`src/rtl/pvd_pkg.sv`:
```
// Package with the shared types, widths and codes of the pairwise vector distance block.
`default_nettype none
package pvd_pkg;

	// Row length limit and accumulator widths.
	localparam int MAX_COLUMNS = 4096;
	localparam int CNT_W       = $clog2(MAX_COLUMNS + 1);
	localparam int SUM_W       = 44;
	localparam int ABS_W       = 29;
	localparam int SQD_W       = 45;
	localparam int RATIO_W     = 30;
	localparam int DIST_W      = 48;
	localparam int RES_W       = DIST_W + 1;

	// Shared arithmetic units.
	localparam int MUL_W   = 22;
	localparam int DIV_N_W = 76;
	localparam int DIV_D_W = 43;
	localparam int DIV_S_W = 7;
	localparam int SQ_X_W  = 86;
	localparam int SQ_R_W  = SQ_X_W / 2;
	localparam int SQ_S_W  = $clog2(SQ_R_W + 1);

	// Numerator lengths of two divisions and the numerator shift of the chord division.
	localparam int RATIO_NUM_W = 34;
	localparam int CANB_NUM_W  = 31;
	localparam int CHORD_SHIFT = 33;

	localparam logic [RES_W-1:0] DIST_MAX = {1'b0, {DIST_W{1'b1}}};

	// Metric register codes.
	typedef logic [1:0] metric_t;
	localparam metric_t METRIC_CHORD     = 2'd0;
	localparam metric_t METRIC_CANBERRA  = 2'd1;
	localparam metric_t METRIC_MANHATTAN = 2'd2;
	localparam metric_t METRIC_EUCLIDEAN = 2'd3;

	// One classified element pair as it waits in the queue.
	typedef struct packed {
		logic [15:0] a_mag;
		logic [15:0] b_mag;
		logic [15:0] adev;
		logic [16:0] den;
		logic        prod_neg;
		logic        usable;
		logic        nonzero;
		logic        last;
	} item_t;

	// Back-end sequencer states.
	typedef enum logic [3:0] {
		ST_IDLE,
		ST_PROD,
		ST_RATIO,
		ST_FINAL,
		ST_CH_MUL,
		ST_CH_SQ,
		ST_CH_ROOT,
		ST_CH_DV,
		ST_CH_DIV,
		ST_CH_LAST,
		ST_CH_FIN,
		ST_EU_ROOT,
		ST_CB_DIV,
		ST_DONE
	} state_t;

endpackage
`default_nettype wire

```
`src/rtl/pvd_front.sv`:
```
// Front end: classifies incoming element pairs and queues them for the back end.
`default_nettype none
module pvd_front (
	input  wire logic         clk,
	input  wire logic         arst_n,
	input  wire logic         in_valid,
	output logic              in_stall,
	input  wire logic [15:0]  value_a,
	input  wire logic [15:0]  value_b,
	input  wire logic         a_missing,
	input  wire logic         b_missing,
	input  wire logic         last_element,
	output logic              item_valid,
	output pvd_pkg::item_t    item,
	input  wire logic         item_pop
);
	import pvd_pkg::*;

	localparam int DEPTH = 4;
	localparam int PTR_W = $clog2(DEPTH);

	item_t              mem_q [DEPTH];
	logic [PTR_W-1:0]   wr_ptr_q;
	logic [PTR_W-1:0]   rd_ptr_q;
	logic [PTR_W:0]     fill_q;
	item_t              cls;
	logic signed [16:0] a_ext;
	logic signed [16:0] b_ext;
	logic signed [16:0] diff;
	logic               push;
	logic               pop;

	// Classify the pair: magnitudes, difference and Canberra denominator.
	always_comb begin
		a_ext        = {value_a[15], value_a};
		b_ext        = {value_b[15], value_b};
		diff         = a_ext - b_ext;
		cls.a_mag    = value_a[15] ? 16'(-a_ext) : value_a;
		cls.b_mag    = value_b[15] ? 16'(-b_ext) : value_b;
		cls.adev     = diff[16] ? 16'(-diff) : diff[15:0];
		cls.den      = {1'b0, cls.a_mag} + {1'b0, cls.b_mag};
		cls.prod_neg = value_a[15] ^ value_b[15];
		cls.usable   = !a_missing && !b_missing;
		cls.nonzero  = (value_a != 16'd0) || (value_b != 16'd0);
		cls.last     = last_element;
	end

	assign in_stall   = (fill_q == (PTR_W+1)'(DEPTH));
	assign push       = in_valid && !in_stall;
	assign item_valid = (fill_q != '0);
	assign pop        = item_pop && item_valid;
	assign item       = mem_q[rd_ptr_q];

	// Queue storage.
	always_ff @(posedge clk) begin
		if (push) begin
			mem_q[wr_ptr_q] <= cls;
		end
	end

	// Queue pointers and fill level.
	always_ff @(posedge clk or negedge arst_n) begin
		if (!arst_n) begin
			wr_ptr_q <= '0;
			rd_ptr_q <= '0;
			fill_q   <= '0;
		end else begin
			if (push) begin
				wr_ptr_q <= wr_ptr_q + 1'b1;
			end
			if (pop) begin
				rd_ptr_q <= rd_ptr_q + 1'b1;
			end
			fill_q <= fill_q + (PTR_W+1)'(push) - (PTR_W+1)'(pop);
		end
	end

endmodule
`default_nettype wire

```
`src/rtl/pvd_div.sv`:
```
// Restoring divider that produces one quotient bit per cycle.
`default_nettype none
module pvd_div (
	input  wire logic                          clk,
	input  wire logic                          arst_n,
	input  wire logic                          start,
	input  wire logic [pvd_pkg::DIV_N_W-1:0]   num,
	input  wire logic [pvd_pkg::DIV_D_W-1:0]   den,
	input  wire logic [pvd_pkg::DIV_S_W-1:0]   steps,
	output logic                               done,
	output logic [pvd_pkg::DIV_N_W-1:0]        quot
);
	import pvd_pkg::*;

	logic                 busy_q;
	logic                 done_q;
	logic [DIV_S_W-1:0]   cnt_q;
	logic [DIV_N_W-1:0]   num_q;
	logic [DIV_D_W-1:0]   den_q;
	logic [DIV_D_W-1:0]   rem_q;
	logic [DIV_N_W-1:0]   quot_q;
	logic [DIV_D_W:0]     trial;
	logic                 fits;

	// One compare and subtract per step; the numerator is left aligned.
	always_comb begin
		trial = {rem_q, num_q[DIV_N_W-1]};
		fits  = (trial >= {1'b0, den_q});
	end

	always_ff @(posedge clk) begin
		if (start) begin
			num_q  <= num;
			den_q  <= den;
			rem_q  <= '0;
			quot_q <= '0;
		end else if (busy_q) begin
			num_q  <= {num_q[DIV_N_W-2:0], 1'b0};
			rem_q  <= fits ? DIV_D_W'(trial - {1'b0, den_q}) : trial[DIV_D_W-1:0];
			quot_q <= {quot_q[DIV_N_W-2:0], fits};
		end
	end

	always_ff @(posedge clk or negedge arst_n) begin
		if (!arst_n) begin
			busy_q <= 1'b0;
			done_q <= 1'b0;
			cnt_q  <= '0;
		end else begin
			done_q <= busy_q && (cnt_q == DIV_S_W'(1));
			if (start) begin
				busy_q <= 1'b1;
				cnt_q  <= steps;
			end else if (busy_q) begin
				cnt_q <= cnt_q - 1'b1;
				if (cnt_q == DIV_S_W'(1)) begin
					busy_q <= 1'b0;
				end
			end
		end
	end

	assign done = done_q;
	assign quot = quot_q;

endmodule
`default_nettype wire

```
`src/rtl/pvd_sqrt.sv`:
```
// Digit-recurrence square root, one root bit per cycle, rounded to nearest.
`default_nettype none
module pvd_sqrt (
	input  wire logic                        clk,
	input  wire logic                        arst_n,
	input  wire logic                        start,
	input  wire logic [pvd_pkg::SQ_X_W-1:0]  x,
	output logic                             done,
	output logic [pvd_pkg::SQ_R_W:0]         root
);
	import pvd_pkg::*;

	localparam int REM_W = SQ_R_W + 4;

	logic                busy_q;
	logic                done_q;
	logic [SQ_S_W-1:0]   cnt_q;
	logic [SQ_X_W-1:0]   x_q;
	logic [REM_W-1:0]    rem_q;
	logic [SQ_R_W-1:0]   root_q;
	logic [REM_W-1:0]    nrem;
	logic [REM_W-1:0]    trial;
	logic                fits;

	// Bring down two bits and try appending a one to the root.
	always_comb begin
		nrem  = {rem_q[REM_W-3:0], x_q[SQ_X_W-1 -: 2]};
		trial = REM_W'({root_q, 2'b01});
		fits  = (nrem >= trial);
	end

	always_ff @(posedge clk) begin
		if (start) begin
			x_q    <= x;
			rem_q  <= '0;
			root_q <= '0;
		end else if (busy_q) begin
			x_q    <= {x_q[SQ_X_W-3:0], 2'b00};
			rem_q  <= fits ? nrem - trial : nrem;
			root_q <= {root_q[SQ_R_W-2:0], fits};
		end
	end

	always_ff @(posedge clk or negedge arst_n) begin
		if (!arst_n) begin
			busy_q <= 1'b0;
			done_q <= 1'b0;
			cnt_q  <= '0;
		end else begin
			done_q <= busy_q && (cnt_q == SQ_S_W'(1));
			if (start) begin
				busy_q <= 1'b1;
				cnt_q  <= SQ_S_W'(SQ_R_W);
			end else if (busy_q) begin
				cnt_q <= cnt_q - 1'b1;
				if (cnt_q == SQ_S_W'(1)) begin
					busy_q <= 1'b0;
				end
			end
		end
	end

	// Round up when the remainder exceeds the root, that is x > r*(r+1).
	assign done = done_q;
	assign root = (rem_q > REM_W'(root_q)) ? {1'b0, root_q} + 1'b1 : {1'b0, root_q};

endmodule
`default_nettype wire

```
`src/rtl/pvd_back.sv`:
```
// Back end: accumulates queued pairs and computes the distance at the end of a row pair.
`default_nettype none
module pvd_back (
	input  wire logic                        clk,
	input  wire logic                        arst_n,
	input  wire pvd_pkg::metric_t            metric,
	input  wire logic                        item_valid,
	input  wire pvd_pkg::item_t              item,
	output logic                             item_pop,
	output logic                             out_valid,
	input  wire logic                        out_stall,
	output logic [pvd_pkg::DIST_W-1:0]       distance,
	output logic                             invalid,
	output logic                             saturated
);
	import pvd_pkg::*;

	state_t                    state_q;
	state_t                    state_d;
	item_t                     item_q;
	logic [2:0]                k_q;
	logic signed [SUM_W-1:0]   cross_q;
	logic [SUM_W-1:0]          sqa_q;
	logic [SUM_W-1:0]          sqb_q;
	logic [ABS_W-1:0]          abs_q;
	logic [SQD_W-1:0]          sqd_q;
	logic [RATIO_W-1:0]        ratio_q;
	logic [CNT_W-1:0]          cnt_q;
	logic [2*MUL_W-1:0]        mul_q;
	logic [SQ_X_W-1:0]         prod_q;
	logic [SQ_R_W:0]           r_q;
	logic [DIV_N_W-1:0]        t_q;
	logic [RES_W-1:0]          res_q;
	logic                      res_inv_q;
	logic                      out_valid_q;
	logic [DIST_W-1:0]         dist_q;
	logic                      inv_q;
	logic                      sat_q;

	logic [MUL_W-1:0]          mul_a;
	logic [MUL_W-1:0]          mul_b;
	logic                      used;
	logic                      out_free;
	logic                      div_go;
	logic [DIV_N_W-1:0]        div_num;
	logic [DIV_D_W-1:0]        div_den;
	logic [DIV_S_W-1:0]        div_steps;
	logic                      div_done;
	logic [DIV_N_W-1:0]        div_quot;
	logic                      sq_go;
	logic [SQ_X_W-1:0]         sq_x;
	logic                      sq_done;
	logic [SQ_R_W:0]           sq_root;
	logic [SUM_W-2:0]          cross_mag;
	logic [RATIO_NUM_W-1:0]    ratio_num;
	logic [CANB_NUM_W-1:0]     canb_num;
	logic [DIV_N_W-1:0]        chord_num;
	logic [DIV_N_W-1:0]        chord_d;
	logic [DIV_N_W-1:0]        unit_t;

	pvd_div u_div (
		.clk    (clk),
		.arst_n (arst_n),
		.start  (div_go),
		.num    (div_num),
		.den    (div_den),
		.steps  (div_steps),
		.done   (div_done),
		.quot   (div_quot)
	);

	pvd_sqrt u_sqrt (
		.clk    (clk),
		.arst_n (arst_n),
		.start  (sq_go),
		.x      (sq_x),
		.done   (sq_done),
		.root   (sq_root)
	);

	// Operand values for the shared divider and root unit.
	always_comb begin
		used      = item.usable && ((metric != METRIC_CANBERRA) || item.nonzero)
		            && (cnt_q < CNT_W'(MAX_COLUMNS));
		out_free  = !out_valid_q || !out_stall;
		cross_mag = cross_q[SUM_W-1] ? (SUM_W-1)'(-cross_q) : cross_q[SUM_W-2:0];
		ratio_num = RATIO_NUM_W'({item_q.adev, 16'd0}) + RATIO_NUM_W'(item_q.den >> 1);
		canb_num  = CANB_NUM_W'(ratio_q) + CANB_NUM_W'(cnt_q >> 1);
		chord_num = DIV_N_W'({cross_mag, CHORD_SHIFT'(0)}) + DIV_N_W'(r_q >> 1);
		unit_t    = DIV_N_W'(1) << CHORD_SHIFT;
		if (cross_q[SUM_W-1]) begin
			chord_d = unit_t + t_q;
		end else if (t_q >= unit_t) begin
			chord_d = '0;
		end else begin
			chord_d = unit_t - t_q;
		end
	end

	// Shared multiplier operands: pair products, or partial products of the norms.
	always_comb begin
		if (state_q == ST_CH_MUL) begin
			unique case (k_q[2:1])
				2'd0: begin mul_a = sqa_q[MUL_W-1:0];     mul_b = sqb_q[MUL_W-1:0];     end
				2'd1: begin mul_a = sqa_q[MUL_W-1:0];     mul_b = sqb_q[SUM_W-1:MUL_W]; end
				2'd2: begin mul_a = sqa_q[SUM_W-1:MUL_W]; mul_b = sqb_q[MUL_W-1:0];     end
				default: begin mul_a = sqa_q[SUM_W-1:MUL_W]; mul_b = sqb_q[SUM_W-1:MUL_W]; end
			endcase
		end else begin
			unique case (k_q[2:1])
				2'd0: begin mul_a = MUL_W'(item_q.a_mag); mul_b = MUL_W'(item_q.b_mag); end
				2'd1: begin mul_a = MUL_W'(item_q.a_mag); mul_b = MUL_W'(item_q.a_mag); end
				2'd2: begin mul_a = MUL_W'(item_q.b_mag); mul_b = MUL_W'(item_q.b_mag); end
				default: begin mul_a = MUL_W'(item_q.adev); mul_b = MUL_W'(item_q.adev); end
			endcase
		end
	end

	// Sequencer: next state and unit start requests.
	always_comb begin
		state_d   = state_q;
		item_pop  = 1'b0;
		div_go    = 1'b0;
		div_num   = '0;
		div_den   = '0;
		div_steps = '0;
		sq_go     = 1'b0;
		sq_x      = '0;
		unique case (state_q)
			ST_IDLE: begin
				item_pop = item_valid;
				if (item_valid) begin
					if (used) begin
						state_d = ST_PROD;
					end else if (item.last) begin
						state_d = ST_FINAL;
					end
				end
			end
			ST_PROD: begin
				if (k_q == 3'd7) begin
					if (item_q.nonzero) begin
						div_go    = 1'b1;
						div_num   = {ratio_num, (DIV_N_W-RATIO_NUM_W)'(0)};
						div_den   = DIV_D_W'(item_q.den);
						div_steps = DIV_S_W'(RATIO_NUM_W);
						state_d   = ST_RATIO;
					end else begin
						state_d = item_q.last ? ST_FINAL : ST_IDLE;
					end
				end
			end
			ST_RATIO: begin
				if (div_done) begin
					state_d = item_q.last ? ST_FINAL : ST_IDLE;
				end
			end
			ST_FINAL: begin
				priority if (cnt_q == '0) begin
					state_d = ST_DONE;
				end else if (metric == METRIC_CHORD) begin
					state_d = ((sqa_q == '0) || (sqb_q == '0)) ? ST_DONE : ST_CH_MUL;
				end else if (metric == METRIC_CANBERRA) begin
					div_go    = 1'b1;
					div_num   = {canb_num, (DIV_N_W-CANB_NUM_W)'(0)};
					div_den   = DIV_D_W'(cnt_q);
					div_steps = DIV_S_W'(CANB_NUM_W);
					state_d   = ST_CB_DIV;
				end else if (metric == METRIC_MANHATTAN) begin
					state_d = ST_DONE;
				end else begin
					sq_go   = 1'b1;
					sq_x    = SQ_X_W'({sqd_q, 16'd0});
					state_d = ST_EU_ROOT;
				end
			end
			ST_CH_MUL: begin
				if (k_q == 3'd7) begin
					state_d = ST_CH_SQ;
				end
			end
			ST_CH_SQ: begin
				sq_go   = 1'b1;
				sq_x    = prod_q;
				state_d = ST_CH_ROOT;
			end
			ST_CH_ROOT: begin
				if (sq_done) begin
					state_d = ST_CH_DV;
				end
			end
			ST_CH_DV: begin
				div_go    = 1'b1;
				div_num   = chord_num;
				div_den   = DIV_D_W'(r_q);
				div_steps = DIV_S_W'(DIV_N_W);
				state_d   = ST_CH_DIV;
			end
			ST_CH_DIV: begin
				if (div_done) begin
					state_d = ST_CH_LAST;
				end
			end
			ST_CH_LAST: begin
				sq_go   = 1'b1;
				sq_x    = SQ_X_W'(chord_d);
				state_d = ST_CH_FIN;
			end
			ST_CH_FIN, ST_EU_ROOT: begin
				if (sq_done) begin
					state_d = ST_DONE;
				end
			end
			ST_CB_DIV: begin
				if (div_done) begin
					state_d = ST_DONE;
				end
			end
			ST_DONE: begin
				if (out_free) begin
					state_d = ST_IDLE;
				end
			end
			default: begin
				state_d = ST_IDLE;
			end
		endcase
	end

	// Datapath registers.
	always_ff @(posedge clk) begin
		mul_q <= mul_a * mul_b;
		if (state_q == ST_IDLE) begin
			item_q <= item;
		end
		if (state_q == ST_FINAL) begin
			prod_q    <= '0;
			res_inv_q <= (cnt_q == '0)
			             || ((metric == METRIC_CHORD) && ((sqa_q == '0) || (sqb_q == '0)));
			res_q     <= RES_W'({abs_q, 8'd0});
		end
		if ((state_q == ST_CH_MUL) && k_q[0]) begin
			unique case (k_q[2:1])
				2'd0:    prod_q <= prod_q + SQ_X_W'(mul_q);
				2'd3:    prod_q <= prod_q + (SQ_X_W'(mul_q) << (2*MUL_W));
				default: prod_q <= prod_q + (SQ_X_W'(mul_q) << MUL_W);
			endcase
		end
		if ((state_q == ST_CH_ROOT) && sq_done) begin
			r_q <= sq_root;
		end
		if ((state_q == ST_CH_DIV) && div_done) begin
			t_q <= div_quot;
		end
		if (((state_q == ST_CH_FIN) || (state_q == ST_EU_ROOT)) && sq_done) begin
			res_q <= RES_W'(sq_root);
		end
		if ((state_q == ST_CB_DIV) && div_done) begin
			res_q <= RES_W'(div_quot);
		end
		if ((state_q == ST_DONE) && out_free) begin
			dist_q <= res_inv_q ? '0 : ((res_q > DIST_MAX) ? DIST_MAX[DIST_W-1:0]
			                                             : res_q[DIST_W-1:0]);
			inv_q  <= res_inv_q;
			sat_q  <= !res_inv_q && (res_q > DIST_MAX);
		end
	end

	// Control state and the running sums of the row pair.
	always_ff @(posedge clk or negedge arst_n) begin
		if (!arst_n) begin
			state_q     <= ST_IDLE;
			k_q         <= '0;
			cross_q     <= '0;
			sqa_q       <= '0;
			sqb_q       <= '0;
			abs_q       <= '0;
			sqd_q       <= '0;
			ratio_q     <= '0;
			cnt_q       <= '0;
			out_valid_q <= 1'b0;
		end else begin
			state_q <= state_d;
			if ((state_q == ST_PROD) || (state_q == ST_CH_MUL)) begin
				k_q <= k_q + 1'b1;
			end else begin
				k_q <= '0;
			end
			if ((state_q == ST_PROD) && k_q[0]) begin
				unique case (k_q[2:1])
					2'd0: begin
						if (item_q.prod_neg) begin
							cross_q <= cross_q - $signed(mul_q);
						end else begin
							cross_q <= cross_q + $signed(mul_q);
						end
					end
					2'd1: sqa_q <= sqa_q + mul_q;
					2'd2: sqb_q <= sqb_q + mul_q;
					default: begin
						sqd_q <= sqd_q + SQD_W'(mul_q);
						abs_q <= abs_q + ABS_W'(item_q.adev);
						cnt_q <= cnt_q + 1'b1;
					end
				endcase
			end
			if ((state_q == ST_RATIO) && div_done) begin
				ratio_q <= ratio_q + RATIO_W'(div_quot);
			end
			if ((state_q == ST_DONE) && out_free) begin
				cross_q     <= '0;
				sqa_q       <= '0;
				sqb_q       <= '0;
				abs_q       <= '0;
				sqd_q       <= '0;
				ratio_q     <= '0;
				cnt_q       <= '0;
				out_valid_q <= 1'b1;
			end else if (!out_stall) begin
				out_valid_q <= 1'b0;
			end
		end
	end

	assign out_valid = out_valid_q;
	assign distance  = dist_q;
	assign invalid   = inv_q;
	assign saturated = sat_q;

endmodule
`default_nettype wire

```
`src/rtl/pairwise_vector_distance_top.sv`:
```
// Top level of the pairwise vector distance block.
// Element pairs of two rows arrive one per transaction and enter a four-entry queue, so the
// input is taken while the back end works. The back end handles one pair at a time: a used
// pair passes through the shared multiplier, and then through the shared bit-serial divider
// when either value is nonzero (its Canberra ratio); a skipped pair is only popped.
// On the last pair Manhattan uses the sum directly, Euclidean takes a root (one root bit per
// cycle), Canberra a division (one quotient bit per cycle) and chord the norm product, two
// roots and a 76-bit division. The result sits in an output register, and the next row pair
// starts once it has been loaded there.
`default_nettype none
module pairwise_vector_distance_top (
	input  wire logic                       clk,
	input  wire logic                       arst_n,
	input  wire logic                       in_valid,
	output logic                            in_stall,
	input  wire logic [15:0]                value_a,
	input  wire logic [15:0]                value_b,
	input  wire logic                       a_missing,
	input  wire logic                       b_missing,
	input  wire logic                       last_element,
	output logic                            out_valid,
	input  wire logic                       out_stall,
	output logic [pvd_pkg::DIST_W-1:0]      distance,
	output logic                            invalid,
	output logic                            saturated,
	input  wire logic                       cfg_valid,
	output logic                            cfg_ready,
	input  wire logic [1:0]                 metric
);
	import pvd_pkg::*;

	metric_t metric_q;
	logic    item_valid;
	item_t   item;
	logic    item_pop;

	// Metric register.
	assign cfg_ready = 1'b1;
	always_ff @(posedge clk or negedge arst_n) begin
		if (!arst_n) begin
			metric_q <= METRIC_EUCLIDEAN;
		end else if (cfg_valid && cfg_ready) begin
			metric_q <= metric;
		end
	end

	pvd_front u_front (
		.clk          (clk),
		.arst_n       (arst_n),
		.in_valid     (in_valid),
		.in_stall     (in_stall),
		.value_a      (value_a),
		.value_b      (value_b),
		.a_missing    (a_missing),
		.b_missing    (b_missing),
		.last_element (last_element),
		.item_valid   (item_valid),
		.item         (item),
		.item_pop     (item_pop)
	);

	pvd_back u_back (
		.clk        (clk),
		.arst_n     (arst_n),
		.metric     (metric_q),
		.item_valid (item_valid),
		.item       (item),
		.item_pop   (item_pop),
		.out_valid  (out_valid),
		.out_stall  (out_stall),
		.distance   (distance),
		.invalid    (invalid),
		.saturated  (saturated)
	);

endmodule
`default_nettype wire

```
`config.mk`:
```
export PLATFORM = sky130hd
export DESIGN_NAME = pairwise_vector_distance_top
export DESIGN_NICKNAME = d
export VERILOG_FILES = /design/src/rtl/pvd_pkg.sv /design/src/rtl/pvd_front.sv /design/src/rtl/pvd_div.sv /design/src/rtl/pvd_sqrt.sv /design/src/rtl/pvd_back.sv /design/src/rtl/pairwise_vector_distance_top.sv
export SDC_FILE = /design/constraint.sdc
export NUM_CORES = 2
export LEC_CHECK = 0
export BUFFER_PORTS_ARGS = -buffer_cell sky130_fd_sc_hd__buf_4
export CAP_MARGIN = 10
export CORE_ASPECT_RATIO = 1.75
export CORE_MARGIN = 5
export CORE_UTILIZATION = 45
export CTS_CLUSTER_SIZE = 40
export DETAILED_ROUTE_END_ITERATION = 10
export SETUP_SLACK_MARGIN = 0.05
export SYNTH_ARGS = -nofsm -noshare
export SYNTH_HDL_FRONTEND = slang
export SYNTH_HIERARCHICAL = 1
export SYNTH_SLANG_ARGS = --single-unit
export TNS_END_PERCENT = 10
```
`constraint.sdc`:
```
create_clock -name clk -period 12.6 [get_ports clk]
set_clock_uncertainty 0.15 [all_clocks]
set_input_delay 2.52 -clock clk [delete_from_list [all_inputs] [get_ports clk]]
set_output_delay 2.52 -clock clk [all_outputs]
set_load 0.005 [all_outputs]
```
# Word-level counts from Yosys, hierarchy flattened
# Memories as Yosys holds them, arrays and structs flattened.
# Cells that the tools add are included.
[word_totals]
ff_bits = 1115
ram_bits = 276
word_cells = 293
mem_count = 1
[mem_list]
columns = ["name", "words", "width", "rd", "rd_clocked_by_memory_dff", "wr", "line_no", "text"]
rows = [
  ["u_front.mem_q", 4, 69, 1, 0, 1, "pvd_front.sv:22", "item_t mem_q [DEPTH];"],
]
[op_classes]
add_sub_neg = 32
n_mul = 1
n_lt_le_gt_ge = 6
eq_ne = 35
muxes = 116
bitwise_logic = 1
n_reduce_logical = 58
[op_table]
columns = ["op", "n"]
rows = [
  ["76-bit 2-to-1 mux", 9],
  ["86-bit 2-to-1 mux", 7],
  ["44-bit 2-to-1 mux", 11],
  ["86-bit case mux with 3 select lines", 1],
  ["76-bit case mux with 3 select lines", 1],
  ["43-bit 2-to-1 mux", 5],
  ["86-bit case mux with 2 select lines", 1],
  ["49-bit 2-to-1 mux", 3],
  ["45-bit 2-to-1 mux", 3],
  ["44-bit adder", 3],
  ["43-bit case mux with 3 select lines", 1],
  ["44-bit logical NOT", 2],
  ["22-bit 2-to-1 mux", 4],
  ["29-bit 2-to-1 mux", 3],
  ["86-bit by 44-bit adder with 86-bit output", 1],
  ["86-bit by 66-bit adder with 86-bit output", 1],
  ["86-bit adder", 1],
  ["34-bit by 76-bit adder with 76-bit output, first input constant", 1],
  ["76-bit by 43-bit adder with 76-bit output", 1],
  ["76-bit by 34-bit >= comparator with 1-bit output, second input constant", 1],
  ["34-bit by 76-bit subtractor with 76-bit output, first input constant", 1],
  ["4-bit 2-to-1 mux", 16],
  ["16-bit case mux with 2 select lines", 2],
  ["61-bit 2-to-1 mux", 1],
  ["other kinds (68)", 169],
]

# Depth between registers and ports, before layout
[depth]
word_depth = 7
mapped_depth = 36
mapped_depth_nobuf = 33

# By module
# Netlist, hierarchy kept.
[by_module_without_submodules]
columns = ["mod", "instances", "cells_each", "area_per_inst_um2", "seq_area_each_um2"]
rows = [
  ["pvd_back", 1, 7908, 68459.4, 18542.8],
  ["pvd_front", 1, 728, 12562.0, 8343.0],
  ["pvd_div", 1, 1159, 12470.7, 6180.9],
  ["pvd_sqrt", 1, 1219, 11509.8, 4584.4],
  ["pairwise_vector_distance_top", 1, 6, 86.3, 52.6],
]

# Worst setup path after synthesis
# OpenSTA, ideal clock, no wires.
[synth_timing]
kind = "register -> register"
start = "reg u_back.state_q[0]"
end = "reg u_front.fill_q[2]"
arrival_ns = 9.061
t_required_ns = 12.325
slack_ns = 3.264
path_stages_with_launch = 12
path_buffers = 1
period_less_slack_ns = 9.336
cell_sequence = "dfrtp_1 > clkbuf_1 > nor4_1 > and2_1 > and2_1 > ha_1 > inv_1 > ha_1 > inv_1 > fa_1 > xnor2_1 > xnor2_1"
[synth_via]
elab_chain_len = 4
[synth_lines]
columns = ["item", "line_no", "text"]
rows = [
  ["start: declaration", "pvd_back.sv:18", "state_t state_q;"],
  ["start signal: assignment", "pvd_back.sv:283", "state_q <= state_d;"],
  ["4-bit logical NOT", "pvd_back.sv:129", "unique case (state_q)"],
  ["1-bit 2-to-1 mux", "pvd_back.sv:129", ""],
  ["net item_pop", "pairwise_vector_distance_top.sv:35", "logic item_pop;"],
  ["1-bit logical AND", "pvd_front.sv:51", "assign pop = item_pop && item_valid;"],
  ["net u_front.pop", "pvd_front.sv:31", "logic pop;"],
  ["3-bit by 1-bit subtractor with 3-bit output", "pvd_front.sv:74", "fill_q <= fill_q + (PTR_W+1)'(push) - (PTR_W+1)'(pop);"],
  ["end signal: assignment", "pvd_front.sv:74", ""],
  ["end: declaration", "pvd_front.sv:25", "logic [PTR_W:0] fill_q;"],
]
# The timed path passes the listed nets, and every way through them passes these cells.
# A chain may end at the register's enable or synchronous reset.

# Final worst setup path
[layout_timing]
start = "reg u_back.k_q[1]"
end = "reg u_back.mul_q[43]"
[layout_via]
elab_chain_len = 5
elab_cells_between_ends = 12
cone_classes = "mul (1); eq/ne (2); mux (6); reduce/logical (3)"
[layout_lines]
columns = ["item", "line_no", "text"]
rows = [
  ["start: declaration", "pvd_back.sv:21", "logic [2:0] k_q;"],
  ["start signal: assignment", "pvd_back.sv:285", "k_q <= k_q + 1'b1;"],
  ["2-bit by 1-bit == test with 1-bit output (tied with other cells)", "pvd_back.sv:103, pvd_back.sv:110", ""],
  ["2-bit OR reduction (no line)", "n/a", ""],
  ["16-bit case mux with 2 select lines or 22-bit 2-to-1 mux (tied branches)", "pvd_back.sv:110, pvd_back.sv:103", ""],
  ["22-bit 2-to-1 mux", "pvd_back.sv:102", "if (state_q == ST_CH_MUL) begin"],
  ["22-bit by 22-bit multiplier with 44-bit output *", "pvd_back.sv:232", "mul_q <= mul_a * mul_b;"],
  ["end signal: assignment", "pvd_back.sv:232", ""],
  ["end: declaration", "pvd_back.sv:29", "logic [2*MUL_W-1:0] mul_q;"],
]
# Every way passes the cells marked *; elsewhere a longest branch is shown, timed or not.

==> flow_metrics.env <==
export IMPL_grt_overflow=0
export IMPL_min_path_type="register to register"
export IMPL_worst_pin_slew_ns=1.24
export IMPL_grt_max_degree=166
export IMPL_core_area_um2=232000
export IMPL_drc_errors=0
export IMPL_final_seq_area_um2=37700
export IMPL_clkTransAtPathRegs_ns=0.06
export IMPL_fin_setup_tns_ns=0
export IMPL_fp_dieW_um=375
export IMPL_drt_iter0_markers=7290
export IMPL_post_cts_buffers=0
export IMPL_yosys_warnings=6
export IMPL_hold_viol_final=0
export IMPL_slew_headroom_pct=17.3
export IMPL_route_final_wire_length_um=398000
export IMPL_io_pins=95
export IMPL_viasPerCell=6.14
export IMPL_rows=234
export IMPL_timing_fmax_mhz=89.3
export IMPL_final_cell_mix="1008 x nand2_1, 997 x nor2_1, 851 x edfxtp_1, 754 x inv_1, 675 x ha_1"
export IMPL_synth_ff_type="edfxtp_1"
export IMPL_arrival_ns=11.77
export IMPL_synthArstFlopShare_pct=20.4
export IMPL_slowest_stage="a21oi_1"
export IMPL_die_h_um=649
export IMPL_multi_input_area_um2=62800
export IMPL_crit_path_end_kind="register"
export IMPL_grt_pass1_vias=88700
export IMPL_critPathLaunchType="register"
export IMPL_dr_pass1_iters=8
export IMPL_cpMostUsedCell="fa_1"
export IMPL_synth_cells=11000
export IMPL_synth_fp_nets=12200
export IMPL_yosysSeqAreaShare_pct=35.9
export IMPL_synthToLayoutAreaGrowth_pct=9.14
export IMPL_period_share_pct=88.9
export IMPL_vias=86800
export IMPL_io_buffers=93
export IMPL_antenna_found_initial=10
export IMPL_fillers=21900
export IMPL_layout_drive_gt1_share_pct=8.82
export IMPL_die_area_um2=244000
export IMPL_place_area_um2=109000
export IMPL_cts_repair_resized=0
export IMPL_cts_hold_buf=0
export IMPL_drv_cap=0
export IMPL_status="complete, no violations"
export IMPL_critical_path_class="register to register"
export IMPL_wire_per_inst_um=28.1
export IMPL_ctsRootBufferMaster="clkbuf_16"
export IMPL_clock_sinks=1387
export IMPL_fin_area_um2=115000
export IMPL_grt_first_pass_wirelength_um=579000
export IMPL_grt_setup_unrepaired="false"
export IMPL_mostFrequentLayoutCell="nand2_1"
export IMPL_max_stage_delay_ns=0.96
export IMPL_worstPathRequired_ns=13.17
export IMPL_cts_max_path_buffers=4
export IMPL_syn_area_um2=105000
export IMPL_gp_congestion=1.02
export IMPL_synth_ff_latch_count=1387
export IMPL_synth_cell_types=121
export IMPL_initial_core_util_pct=45.2
export IMPL_worstSkewPairLatency_ns=0.85
export IMPL_dp_hpwl_um=305000
export IMPL_numCtsBuffers=153
export IMPL_synth_edf_count=851
export IMPL_avgSynthCellArea_um2=9.54
export IMPL_drtAntennaViolNets=0
export IMPL_htree_levels=4
export IMPL_cts_tree="done"
export IMPL_setup_viol=0
export IMPL_period_needed_ns=11.20
export IMPL_cp_max_fo=13
export IMPL_grtUsageTotal_pct=31.6
export IMPL_slew_viol_final=0
export IMPL_fin_nets=12100
[Yosys cell counts, types with 26 or more instances]
master / count / area [um^2]
a221o_1: 61 / 611
fa_1: 412 / 8250
nor4_1: 96 / 601
nand3_1: 339 / 1700
nor2_1: 1004 / 3770
nor3_1: 185 / 926
and3_1: 102 / 638
a31oi_1: 118 / 738
a211oi_1: 140 / 1050
nand2b_1: 107 / 669
dfxtp_1: 253 / 5060
a22oi_1: 94 / 706
nand4_1: 119 / 744
o21a_1: 64 / 480
nor2b_1: 79 / 494
mux2i_1: 181 / 1810
a221oi_1: 52 / 455
edfxtp_1: 851 / 25600
or2_2: 39 / 244
o21bai_1: 73 / 548
inv_1: 755 / 2830
dfrtp_1: 281 / 7030
or4_1: 30 / 225
o21ai_0: 622 / 3110
and2_1: 108 / 676
clkbuf_1: 405 / 1520
nand2_1: 1016 / 3810
mux2_2: 165 / 1860
a22o_1: 26 / 228
a21o_1: 278 / 2090
xor2_1: 305 / 2670
xnor2_1: 496 / 4340
a21oi_1: 642 / 3210
ha_1: 677 / 8470
or3_1: 64 / 400
mux4_2: 68 / 1530
a21boi_0: 30 / 225
o211ai_1: 54 / 405
o31ai_1: 74 / 556
buf_1: 63 / 236
[sequential cells by signal, summed over array words and instances (netlist names), 44 cells and up]
name                 flops
u_back/distance         48
u_back/sqb_q            44
u_back/t_q              76
u_back/sqa_q            44
u_back/mul_q            44
u_back/u_div/quot       76
u_back/item_q           68
u_back/u_sqrt/rem_q     47
u_front/mem_q          272
u_back/cross_q          44
u_back/r_q              44
u_back/u_div/num_q      76
u_back/u_sqrt/x_q       86
u_back/sqd_q            45
u_back/res_q            49
u_back/prod_q           86
[path summary, 6_finish.rpt]
| kind | from | end | slack [ns] | cells past startpoint |
|---|---|---|---|---|
| setup / recovery | u_back/k_q[1]$_DFF_PN0_ | u_back/mul_q[43]$_DFF_P_ | 1.40 | 33 |
| hold / removal | u_back/u_div/quot[53]$_SDFFE_PP0P_ | u_back/t_q[53]$_DFFE_PP_ | 0.30 | 0 |
| setup reg to reg | u_back/k_q[1]$_DFF_PN0_ | u_back/mul_q[43]$_DFF_P_ | 1.40 | 33 |
| hold reg to reg | u_back/u_div/quot[53]$_SDFFE_PP0P_ | u_back/t_q[53]$_DFFE_PP_ | 0.30 | 0 |
| max in group asynchronous | arst_n | u_back/u_sqrt/busy_q$_DFF_PN0_ | 9.30 | 2 |
| min in group asynchronous | arst_n | u_back/sqa_q[29]$_DFFE_PN0P_ | 1.52 | 1 |
[layout make-up]
class / count / share of cell area (%)
antenna: 6 / 0.0131
inverter: 761 / 2.49
sequential: 1387 / 32.9
timing repair buffer: 285 / 1.90
clock inverter: 78 / 1.01
multi-input combinational: 8371 / 54.7
tap: 3068 / 3.35
clock buffer: 194 / 3.63
[per-layer routing]
layer / routed length, um / part of all wire, % / global-route usage (%) / up-vias
met4: 39300 / 9.9 / 25.6 / 6
met1: 138000 / 35 / 33.2 / 43000
met2: 200000 / 50 / 56.1 / 3141
met5: 48 / 0.012 / 0 / -
li1: - / - / - / 39500
met3: 20900 / 5.2 / 4.50 / 1195
[kinds of logic (layout without fill, tap and decap cells)]
| family | after synthesis | count (layout) | share of synthesized area, % |
|---|---|---|---|
| and+or+nand+nor | 3433 | 3433 | 15.5 |
| xor gates and xnor gates | 801 | 801 | 6.68 |
| buffers and inverters | 1262 | 1318 | 4.61 |
| adders and majority gates | 1089 | 1089 | 15.9 |
| muxes | 414 | 414 | 4.95 |
| other | 1 | 7 | 0.00357 |
| DFF | 1387 | 1387 | 35.9 |
| AOI/OAI and AO/OA | 2633 | 2633 | 16.5 |
[stage by stage]
stage,std cells,setup slack (ns),utilization (%),hold WS [ns]
finish,14200,1.40,49.3,0.304
global route,14100,0.917,49.3,0.320
CTS,14100,1.44,49.3,0.305
detailed placement,13900,1.39,47.0,0.297
global placement,13900,1.52,47.0,0.280
floorplan,11000,3.26,-,0.258
[critical path, delay by kind of cell (launching register included)]
kind | cells | cell delay (ns)
simple gates | 4 | 1.05
mux | 1 | 0.32
buf+inv | 9 | 1.26
flops | 1 | 0.53
compound gates | 9 | 3.29
fa+ha+maj | 9 | 4.39
xor+xnor | 1 | 0.14
Power is left out: the tool's default activity adds up to more than one toggle a clock period on the data nets, which glitch-free logic cannot reach.
